## config.mk

```make
export PLATFORM = sky130hd
export DESIGN_NAME = gcft_cordic_cell
export DESIGN_NICKNAME = d
export VERILOG_FILES = /design/src/rtl/gcft_pkg.sv /design/src/rtl/gcft_cordic_cell.sv
export SDC_FILE = /design/constraint.sdc
export NUM_CORES = 1
export LEC_CHECK = 0
export BUFFER_PORTS_ARGS = -buffer_cell sky130_fd_sc_hd__buf_2
export CAP_MARGIN = 20
export CORE_MARGIN = 4
export CORE_UTILIZATION = 50
export DETAILED_ROUTE_END_ITERATION = 12
export PLACE_DENSITY = 0.74
export SKIP_CTS_REPAIR_TIMING = 1
export SYNTH_ARGS = -nofsm -noshare
export SYNTH_HDL_FRONTEND = slang
export SYNTH_SLANG_ARGS = --single-unit
```

## constraint.sdc

```tcl
create_clock -name clk -period 5.75 [get_ports clk]
set_clock_uncertainty 0.2 [all_clocks]
set_input_delay 0.2875 -clock clk [delete_from_list [all_inputs] [get_ports clk]]
set_output_delay 0.2875 -clock clk [all_outputs]
set_load 0.005 [all_outputs]
```

## src/rtl/gcft_pkg.sv

```systemverilog
// Shared types, constants and tables for the great-circle flight time unit.
package gcft_pkg;

  // CORDIC depth, legal range 12..32
  localparam int CORDIC_STAGES = 24;
  localparam int SQRT_STEPS    = 31;
  localparam int DIV_STEPS     = 29;
  localparam int PREP_LAT      = 4;
  localparam int PIPE_DEPTH    = 1 + PREP_LAT + CORDIC_STAGES + 3 + SQRT_STEPS
                                 + CORDIC_STAGES + 3 + DIV_STEPS + 1;

  localparam int ANG_W  = 30;  // angle in half-microdegrees
  localparam int MAG_W  = 28;  // folded angle magnitude
  localparam int Z_W    = 31;  // Q30 radians, first quadrant
  localparam int CW     = 34;  // CORDIC datapath
  localparam int RAD_W  = 17;
  localparam int SPD_W  = 10;
  localparam int DIST_W = 22;
  localparam int TIME_W = 29;

  localparam logic signed [ANG_W:0] TURN_HU    = 31'sd720000000;
  localparam logic signed [ANG_W:0] HALF_HU    = 31'sd360000000;
  localparam logic signed [ANG_W:0] QUARTER_HU = 31'sd180000000;

  localparam logic [31:0] PI_Q30      = 32'd3373259426;
  localparam logic [71:0] P2_71       = 72'd1 << 71;
  // ceil(2^71 / 703125): exact reciprocal for the angle scale divide
  localparam logic [51:0] ANG_RECIP   = 52'((P2_71 / 72'd703125) + 72'd1);

  localparam logic signed [CW-1:0] CORDIC_START = 34'sd652032874;
  localparam logic [30:0] Q30_ONE  = 31'd1073741824;
  localparam logic [DIST_W-1:0] DIST_MAX = 22'd4194303;
  localparam logic [TIME_W-1:0] TIME_MAX = 29'd536870911;
  localparam logic [RAD_W-1:0]  RADIUS_RESET = 17'd39588;
  localparam logic [SPD_W-1:0]  SPEED_RESET  = 10'd500;

  // config register indexes
  localparam logic REG_RADIUS = 1'b0;
  localparam logic REG_SPEED  = 1'b1;

  localparam logic [29:0] ATAN_Q30 [32] = '{
    30'h3243F6A8, 30'h1DAC6705, 30'h0FADBAFC, 30'h07F56EA6, 30'h03FEAB76,
    30'h01FFD55B, 30'h00FFFAAA, 30'h007FFF55, 30'h003FFFEA, 30'h001FFFFD,
    30'h000FFFFF, 30'h0007FFFF, 30'h0003FFFF, 30'h0001FFFF, 30'h0000FFFF,
    30'h00007FFF, 30'h00003FFF, 30'h00001FFF, 30'h00000FFF, 30'h000007FF,
    30'h000003FF, 30'h000001FF, 30'h000000FF, 30'h0000007F, 30'h0000003F,
    30'h0000001F, 30'h0000000F, 30'h00000008, 30'h00000004, 30'h00000002,
    30'h00000001, 30'h00000000
  };

  typedef struct packed {
    logic signed [CW-1:0] x;
    logic signed [CW-1:0] y;
    logic signed [CW-1:0] z;
    logic                 flag;
  } cordic_t;

  typedef struct packed {
    logic [61:0] rad;
    logic [32:0] rem;
    logic [30:0] root;
  } sqrt_t;

  typedef struct packed {
    logic [TIME_W-1:0] num;
    logic [SPD_W-1:0]  rem;
    logic [TIME_W-1:0] quo;
    logic [DIST_W-1:0] distance;
  } div_t;

endpackage

```

## src/rtl/gcft_cordic_cell.sv

```systemverilog
// One CORDIC micro-rotation cell, rotation or vectoring mode.
module gcft_cordic_cell import gcft_pkg::*; (
  input  logic       clk,
  input  logic       en,
  input  logic       vector_mode,
  input  logic [4:0] step,
  input  cordic_t    din,
  output cordic_t    dout
);

  logic signed [CW-1:0] xs;
  logic signed [CW-1:0] ys;
  logic signed [CW-1:0] at;
  logic                 up;

  always_comb begin
    xs = din.x >>> step;
    ys = din.y >>> step;
    at = $signed({4'b0, ATAN_Q30[step]});
    // rotate: follow sign of residual angle; vector: drive y to zero
    up = vector_mode ? din.y[CW-1] : !din.z[CW-1];
  end

  always_ff @(posedge clk) begin
    if (en) begin
      if (up) begin
        dout.x <= din.x - ys;
        dout.y <= din.y + xs;
        dout.z <= din.z - at;
      end else begin
        dout.x <= din.x + ys;
        dout.y <= din.y - xs;
        dout.z <= din.z + at;
      end
      dout.flag <= din.flag;
    end
  end

endmodule

```

Yosys cells after proc, flatten, opt, wreduce, memory -nomap -nowiden
Memory sizes are Yosys's and may differ from the RTL's.
Cells that the tools add are included.
- shift-type cells: 2
- mux-type cells: 4
- $add $sub $neg: 6
- order comparisons: 1
- bitwise logic cells: 1
- reduce and logical (&&, ||, !) cells: 1
- operators with widths (cell ; count):
    102-bit 2-to-1 mux ; 1
    34-bit adder ; 2
    34-bit by 5-bit >>> shifter with 34-bit output ; 2
    34-bit subtractor ; 2
    30-bit 2-to-1 mux ; 2
    34-bit by 31-bit adder with 34-bit output ; 1
    34-bit by 31-bit subtractor with 34-bit output ; 1
    6-bit >= comparator, second input constant ; 1
    5-bit NOT with 6-bit output ; 1
    1-bit zero test ; 1
    1-bit 2-to-1 mux ; 1
- memory bits (read-only): 960
- bits in registers: 103
- output and inout port bits: 103
- memories kept: 1
- memories (name ; depth ; bits a word ; read ports ; clocked after Yosys merged registers in ; wr ports ; RTL line ; RTL):
    (no name shown) ; 32 ; 30 ; 1 ; 0 ; 0 ; gcft_cordic_cell.sv:19 ; at = $signed({4'b0, ATAN_Q30[step]});

Depth between registers and ports, before layout
Gate-level depths: netlist of the first run.
- depth after elaboration: 6
- mapped depth: 27
- gate-level depth less buffers: 21

Least setup slack after synthesis of the first run
Ideal clock, no wire load.
- path kind: input-to-reg
- start point: input step[1]
- end point: register dout[31] (netlist name) (data pin)
- arrival time: 5.730 ns
- setup time: 0.259 ns
- stages on the path: 25
- setup slack: -0.439 ns
- data required time: 5.291 ns
- buffers on the path: 5
- cells stage by stage: buf_2 > inv_1 > buf_2 > buf_2 > buf_1 > ha_1 > nor2_1 > a211oi_1 > a21oi_1 > a21oi_1 > nand3_1 > a21oi_1 > nor2b_1 > buf_2 > xnor2_1 > ha_1 > a21o_1 > a21o_1 > a221oi_1 > nor2b_1 > o311a_1 > or4_1 > a31o_2 > a21oi_1 > xnor2_1
- cells in the longest elaborated chain, start to end: 6
- ends and longest elaborated chain (what ; RTL line ; RTL):
    from (decl) ; gcft_cordic_cell.sv:6 ; input logic [4:0] step,
    5-bit NOT with 6-bit output (not written as such) (*) ; gcft_cordic_cell.sv:19 ;
    memory 32 x 30 bit (*) ; -- ;
    30-bit 2-to-1 mux (not written as such) (*) (2 in series) ; gcft_cordic_cell.sv:19 ;
    34-bit by 31-bit adder with 34-bit output or 34-bit by 31-bit subtractor with 34-bit output (tied branches) ; gcft_cordic_cell.sv:33, gcft_cordic_cell.sv:29 ;
    102-bit 2-to-1 mux (*) ; gcft_cordic_cell.sv:26 ; if (up) begin
    to (decl) ; gcft_cordic_cell.sv:8 ; output cordic_t dout
Every way passes the cells marked *; elsewhere a longest branch is shown, timed or not. The select of a mux whose other input is x is not followed.
A chain may end at the register's enable or synchronous reset.

Worst setup path after layout of the first run
- start point: input step[1]
- end point: register dout[68] (netlist name) (data pin)
- cells in the longest elaborated chain, start to end: 3
- ends and longest elaborated chain (what ; RTL line ; RTL):
    34-bit by 5-bit >>> shifter with 34-bit output (*) ; gcft_cordic_cell.sv:17 ; xs = din.x >>> step;
    34-bit subtractor or 34-bit adder (tied branches) ; gcft_cordic_cell.sv:32, gcft_cordic_cell.sv:28 ;
    102-bit 2-to-1 mux (*) ; gcft_cordic_cell.sv:26 ;
Every way passes the cells marked *; elsewhere a longest branch is shown, timed or not.

==> reports/results.ini, run 1 <==
[synth]
async_flop_share_pct=0
synth_edf_count=103
ys_seq_area_share_pct=20.2
synth_area_um2=15300
synthesis.nets=1934
synthTopCellsByArea=edfxtp_1, mux4_2, ha_1, xnor2_1, a21oi_1
synth_cell_types=96
yosysMostFrequentCell=nor2_1
synth_seq_cells=103
synthFlopType=edfxtp_1
syn_avg_cell_area_um2=8.97
yosys_warnings=0
synthTopCellsByCount=nor2_1, a21oi_1, nand2_1
synth_largest_area_cell=edfxtp_1
synthCells=1710
yosys.area.top_type_share_pct=20.2

[detailed_routing]
routed_via_density=6.34
wl_mm=67.1
vias=17300
first_pass_iters=6
drc=0
detail-route-antenna-nets=0
drt_iter0_markers=2197
wl_per_cell_um=24.6

[global_routing]
grt_pass1_wl_mm=100
grt_pass1_vias=17100
antenna_found_initial=2
overflow=0
grtUsageTotal_pct=38.7
grt_max_degree=55

[timing]
slew_viol_final=0
hold_viol=0
max_slew_margin_pct=44.3
finalSetupViolCount=0
min_period_ns=5.66
max_freq_mhz=177
setup_tns_ns=0
whs_ns=0.0472
worst_slew_pin_slew_ns=0.835
period_share_pct=98.4

[pwr]
ir_drop_mv=0.224
p_leak_uw=0.00930
cellPowerDensity_nw_per_um2=247

[floorplan]
coreArea_um2=30000
dieArea_um2=33500
row_count=63
die_h_um=183
io_pins=214
start_util_pct=51.2
fp.dieW_um=183

[cts]
cts_made_buffers=9
h-tree-depth=3
cts_tree=built
cts-root-buf=clkbuf_16
clkTransAtPathRegs_ns=0.08
cts_sinks=103
clock_path_buffers=2

[layout]
largest_register_ffs=103
num_antenna_cells=0
reg_top3=dout: 103 flops
top_register=dout
layout-drive-gt1-share_pct=37.7
syn_to_final_growth_pct=34.4
nets=2551
fin_cells=2722

[placed_design]
dp_cells=2700
portBuffers=213
place_congestion=1.07
hpwl_mm=54.9

[critical_path]
critPathMaxStageDelay_ns=0.45
path_max_fanout=21
path_cells=buf_2, buf_12, buf_4, mux4_2, nor3_1, buf_4, a21o_1, o22ai_1, or3b_4, nor4_4, nand4_1, nand2_1, xnor2_1, ha_1, a21o_1, a21o_1, a211oi_1, nor2_1, o2111ai_2, nand4b_1, o31ai_2, o21a_1, o21ai_0, xnor2_1
slowest_stage=or3b_4
cp_common_cell=a21o_1
startpoint=step[1]
endpoint=dout[68]$_DFFE_PP_
crit_path_start_kind=input pin
arrival_ns=5.61
worst-setup-path-type=in2reg
critPathCaptureType=register
required_ns=5.70

[hold_path]
worstHoldPathCells=2
hold_path_class=in2reg

[flow_run]
cap_violations=0

[outcome]
status=completed

## critical path, delay by kind of cell
| kind | cells | cell delay, ns |
|---|---|---|
| xor gates and xnor gates | 2 | 0.27 |
| adders and majority gates | 1 | 0.27 |
| buffers and inverters | 4 | 0.91 |
| and+or+nand+nor | 7 | 1.81 |
| muxes | 1 | 0.40 |
| AOI/OAI and AO/OA | 9 | 1.65 |
## through the flow
| step | utilization, % | instance area, µm² | setup slack, ns | power [µW] |
|---|---|---|---|---|
| after CTS | 68.3 | 20500 | -0.0902 | 5030 |
| final | 68.8 | 20600 | 0.0893 | 5100 |
| after global routing | 68.8 | 20600 | -0.0383 | 5380 |
| after detailed placement | 67.3 | 20200 | -0.449 | 4330 |
| after global placement | 67.3 | 20200 | -0.280 | 4240 |
| after floorplan | - | 15400 | 0.00362 | 2900 |
## cells by family (layout without fill, tap and decap cells)
logic type      Yosys count  after routing  synth area share (%)
fa+ha+maj               113            113                  9.36
mux                     166            166                  17.3
compound gates          529            529                  23.4
xor+xnor                179            179                  10.2
flops                   103            103                  20.2
simple gates            467            467                  14.8
buf+inv                 153            775                  4.78
## routing by layer
| layer | GRT usage [%] | share of wire (%) |
|---|---|---|
| met5 | 0 | 0.019 |
| met4 | 19.0 | 5.5 |
| met3 | 6.56 | 9.7 |
| met2 | 63.2 | 46 |
| met1 | 49.8 | 39 |
## cell type report
type,count,area [µm²]
fillers,2389,9340
repair buffers,699,4890
flip-flops and latches,103,3090
clock buffers,9,225
well taps,390,488
clock inverters,7,80.1
multi-input cells,1454,11600
inverters,60,229
## worst min path at each step
stage,start,endpoint,slack (ns)
finish,din[35],dout[35]$_DFFE_PP_,0.05
global placement,din[0],dout[0]$_DFFE_PP_,0.27
CTS,din[0],dout[0]$_DFFE_PP_,-0.12
global route,din[35],dout[35]$_DFFE_PP_,0.06
detailed placement,din[0],dout[0]$_DFFE_PP_,0.28
floorplan,din[0],dout[0]$_DFFE_PP_,0.19
## power breakdown
group / internal [µW] / switching (µW)
combinational: 1560 / 1650
clock: 343 / 334
sequential: 1150 / 59.3
## cell usage in the layout, fill, tap and decap left out, drive strengths merged, types with 9 or more instances in the layout
cell and count:
o22ai 27, buf 698, inv 58, o221ai 10, o211ai 11, a21o 53, o21bai 21, nand3 34
nand4 13, xnor2 114, a21oi 133, edfxtp 103, a211oi 17, nor2 154, xor2 65, nand2 116
and2 16, o21a 16, a221oi 17, or3 11, nand2b 25, clkbuf 9, nor3 32, o31ai 12
nor2b 25, a31oi 31, mux2i 57, mux4 73, mux2 36, or2 13, ha 110, o21ai 94
Note: power is estimated with default switching activity, not from simulation.
==> run 2: changes to the inputs <==
--- a/config.mk
+++ b/config.mk
@@ -10,4 +10,5 @@
 export CORE_MARGIN = 4
 export CORE_UTILIZATION = 50
+export CTS_CLUSTER_DIAMETER = 150
 export DETAILED_ROUTE_END_ITERATION = 12
 export PLACE_DENSITY = 0.74
==> constraint.sdc (replaced) <==
create_clock -name clk -period 5.75 [get_ports clk]
set_clock_uncertainty 0.2 [all_clocks]
set_input_delay 0 -clock clk [delete_from_list [all_inputs] [get_ports clk]]
set_output_delay 0 -clock clk [all_outputs]
set_load 0.005 [all_outputs]
==> reports/results.ini, run 2 (synthesis results as in run 1) <==
[cts]
h-tree-depth=3
cts_made_buffers=9
cts-root-buf=clkbuf_16
clkTransAtPathRegs_ns=0.08
cts_tree=built
clock_path_buffers=2
cts_sinks=103

[timing]
finalSetupViolCount=0
period_share_pct=96.6
slew_viol_final=0
worst_slew_pin_slew_ns=1.09
whs_ns=-0.0519
min_period_ns=5.55
hold_viol=7
grt_setup_unrepaired=no
max_freq_mhz=180
max_slew_margin_pct=26.8

[layout]
multiInputGateArea_um2=11500
fillerInstances=2486
largest_register_ffs=103
syn_to_final_growth_pct=29.0
layout_commonest_cell=buf_4
nets=2446
layout-drive-gt1-share_pct=33.0
final_util_pct=66.0
layout_common_cells=buf_4, buf_2, nor2_1
seq_area_um2=3090
reg_top3=dout: 103 flops
top_register=dout

[global_routing]
antenna_found_initial=0
grt_max_degree=54
grt_pass1_wl_mm=98.4
overflow=0
grtUsageTotal_pct=38.0
grt_pass1_vias=16300

[hold_path]
min_from=din[4]
hold_path_class=in2reg
worstHoldPathCells=4

[floorplan]
coreArea_um2=30000
dieArea_um2=33500
row_count=63
io_pins=214
start_util_pct=51.2
fp.dieW_um=183
die_h_um=183

[critical_path]
worst-setup-path-type=in2reg
critPathCaptureType=register
path_buf_inv=5
crit_cells=22
path_cells=buf_6, buf_12, buf_4, mux4_2, mux2_2, a221oi_2, buf_4, nand4_2, or3_1, o41ai_4, xnor2_1, ha_1, a21oi_1, o211a_1, a221oi_1, buf_4, o2111ai_1, nand4b_1, o31ai_2, o21a_1, o21ai_0, xnor2_1
crit_path_start_kind=input pin
path_max_fanout=16
critPathMaxStageDelay_ns=0.52
slowest_stage=mux4_2
required_ns=5.70
arrival_ns=5.50
startpoint=step[0]
path_delay_family=compound AO/OA/AOI/OAI gates
cp_common_cell=buf_4

[placed_design]
place_congestion=1.07
hpwl_mm=52.9
portBuffers=213

[detailed_routing]
wl_per_cell_um=25.1
wl_mm=65.7
drt_iter0_markers=1961
vias=16800
first_pass_iters=6
detail-route-antenna-nets=0
routed_via_density=6.40
drc=0

[pwr]
power_uw=4920
cellPowerDensity_nw_per_um2=249
ir_drop_mv=0.197
p_leak_uw=0.00874

[flow_run]
cap_violations=0

[outcome]
violations=hold timing
status=complete, but fails checks

-- run 2: changes by cell type in the layout (fill, tap and decap cells not counted), sizes merged --
cell / change
buf: -134
dlygate4sd3: +29
clkinv: +2
clkinvlp: -2
diode: +1
-- run 2: final cells by class --
type | instances | area share [%]
timing repair buffer | 594 | 20.8
sequential | 103 | 15.6
clock buffer | 9 | 1.14
multi-input combinational | 1454 | 58.4
tap | 390 | 2.47
inverter | 60 | 1.14
antenna | 1 | 0.0127
clock inverter | 7 | 0.399
-- run 2: path summary, 6_finish.rpt --
check	to	slack (ns)
worst max-delay path	dout[68]$_DFFE_PP_	0.20
worst min-delay path	dout[4]$_DFFE_PP_	-0.05
-- run 2: layer usage --
| metal | routed length, µm | vias up | GRT usage [%] | share of wire, % |
|---|---|---|---|---|
| met4 | 3560 | 0 | 17.0 | 5.4 |
| met5 | 0 | - | 0 | 0 |
| met3 | 6400 | 207 | 8.43 | 9.7 |
| met1 | 25600 | 7991 | 48.5 | 39 |
| li1 | - | 7558 | - | - |
| met2 | 30200 | 1012 | 62.1 | 46 |
-- run 2: worst min-delay path: stages --
cell and delay (ns):
buf_2 0.08, ha_1 0.16, nor2_1 0.06, a21oi_1 0.13
-- run 2: where the power goes --
part | leakage (µW) | switching, µW | internal (µW)
clock network | 0.000146 | 334 | 343
registers | 0.00101 | 56.6 | 1150
logic | 0.00759 | 1600 | 1440
total | 0.00874 | 1990 | 2930
-- run 2: through the flow --
stage               std cells  setup TNS, ns  area [µm²]  setup slack, ns
finish                   2618              0       19800            0.195
global route             2617              0       19800           0.0161
CTS                      2585         -0.819       19400           -0.319
detailed placement       2569          -3.97       19100           -0.712
global placement         2569          -4.86       19100           -0.831
floorplan                1710              0       15300           0.0486
==> run 3: changes to the inputs <==
- BUFFER_PORTS_ARGS: -buffer_cell sky130_fd_sc_hd__buf_2 -> -buffer_cell sky130_fd_sc_hd__clkbuf_2
- GPL_ROUTABILITY_DRIVEN: not set -> 1
- SLEW_MARGIN: not set -> 10
==> reports/results.ini, run 3 (synthesis results as in run 1) <==
[outcome]
status=complete, but fails checks
violations=hold timing

[detailed_routing]
detail-route-antenna-nets=0
routed_via_density=6.47
wl_mm=65.3
first_pass_iters=6
vias=16600
drc=0
wl_per_cell_um=25.5
drt_iter0_markers=1838

[floorplan]
io_pins=214
coreArea_um2=30000
die_h_um=183
row_count=63
fp.dieW_um=183
start_util_pct=51.2
dieArea_um2=33500

[placed_design]
dpl_cell_area_um2=18800
hpwl_mm=53.0
place_congestion=1.00
portBuffers=213

[timing]
max_freq_mhz=183
worst_slew_pin_slew_ns=1.06
max_slew_margin_pct=27.3
setup_tns_ns=0
slew_viol_final=0
finalSetupViolCount=0
whs_ns=-0.0386
period_share_pct=95.3
min_period_ns=5.48
hold_viol=8

[global_routing]
overflow=0
grtUsageTotal_pct=37.6
grt_pass1_wl_mm=97.4
grt_pass1_vias=16300
antenna_found_initial=1
grt_max_degree=59

[critical_path]
startpoint=step[2]
path_delay_family=compound AO/OA/AOI/OAI gates
cp_common_cell=buf_4
critPathCaptureType=register
critPathMaxStageDelay_ns=0.50
path_max_fanout=14
path_buf_inv=6
path_cells=buf_4, buf_4, mux4_2, mux2i_1, a221oi_1, buf_4, a211oi_2, nand4_1, buf_4, o21ai_0, xor2_1, ha_1, o21ai_0, o21ai_0, o21bai_1, a31o_2, nand4_1, buf_4, a2111oi_1, buf_4, nor2_1, o22ai_1, mux2i_1, o211ai_1
worst-setup-path-type=in2reg
crit_cells=24
slowest_stage=mux4_2
required_ns=5.69
arrival_ns=5.42
endpoint=dout[67]$_DFFE_PP_
crit_path_start_kind=input pin

[layout]
largest_register_ffs=103
reg_top3=dout: 103 flops
syn_to_final_growth_pct=26.7
num_antenna_cells=0
top_register=dout
design_area_um2=19400
nets=2395
layout_common_cells=buf_4, clkbuf_2, nor2_1
layout_commonest_cell=buf_4
fillerInstances=2541
layout-drive-gt1-share_pct=31.5

[pwr]
p_comb_share_pct=61.1
internal_power_uw=2880
clkPwrFrac_pct=14.0
ir_drop_mv=0.253
cellPowerDensity_nw_per_um2=251
netSwitchingFraction_pct=41.0
p_sw_uw=2000
seq_power_share_pct=24.9
p_leak_uw=0.00855

[cts]
cts_tree=built
cts_sinks=103
cts_made_buffers=9
cts-root-buf=clkbuf_16
h-tree-depth=3
clock_path_buffers=2
clkTransAtPathRegs_ns=0.08

[hold_path]
hold_path_class=in2reg

[flow_run]
cap_violations=0

## run 3: cell count changes in the layout (fill, tap and decap cells not counted), sizes merged
cell / previous run / this run
clkinv: 7 / 6
clkbuf: 9 / 218
dlygate4sd3: 30 / 29
buf: 564 / 305
diode: 1 / 0
inv: 58 / 59
## run 3: worst min-delay path by stage
stage | slack, ns | start | depth (start not counted) | to
final | -0.04 | din[14] | 3 | dout[14]$_DFFE_PP_
after detailed placement | -0.007 | din[0] | 1 | dout[0]$_DFFE_PP_
after global placement | -0.02 | din[0] | 1 | dout[0]$_DFFE_PP_
after CTS | -0.42 | din[0] | 1 | dout[0]$_DFFE_PP_
after global routing | 0.002 | din[14] | 3 | dout[14]$_DFFE_PP_
after floorplan | -0.10 | din[0] | 0 | dout[0]$_DFFE_PP_
## run 3: cell type report
class | count | area (µm²) | share of cell area, %
well taps | 390 | 488 | 2.51
multi-input cells | 1454 | 11500 | 59.4
inverters | 60 | 225 | 1.16
clock buffers | 9 | 225 | 1.16
clock inverters | 7 | 77.6 | 0.399
flip-flops and latches | 103 | 3090 | 15.9
repair buffers | 543 | 3780 | 19.4
## run 3: metal layers
layer | up-vias | wire [µm] | GRT usage [%]
met4 | 2 | 3110 | 17.3
met2 | 1002 | 30400 | 61.6
met3 | 181 | 5930 | 7.00
met1 | 7970 | 25900 | 48.4
met5 | - | 11 | 0
li1 | 7444 | - | -
## run 3: per-stage QoR
step | instances | worst slack (ns) | hold WS (ns) | power, µW | utilization [%]
floorplan | 1710 | 0.0486 | -0.101 | 2900 | -
global placement | 2520 | -0.0330 | -0.0212 | 4040 | 62.7
detailed placement | 2520 | -0.126 | -0.00740 | 4120 | 62.7
CTS | 2536 | 0.292 | -0.420 | 4810 | 63.7
global route | 2566 | -0.00888 | 0.00173 | 5160 | 64.9
finish | 2566 | 0.271 | -0.0386 | 4880 | 64.9
## run 3: power by group through the flow
stage          Sequential [µW]  Clock, µW  Combinational [µW]
2_1_floorplan             1250          0                1640
5_1_grt                   1230        718                3210
6_report                  1210        684                2980
4_1_cts                   1210        689                2910
3_5_place_dp              1230          0                2890
3_3_place_gp              1220          0                2820
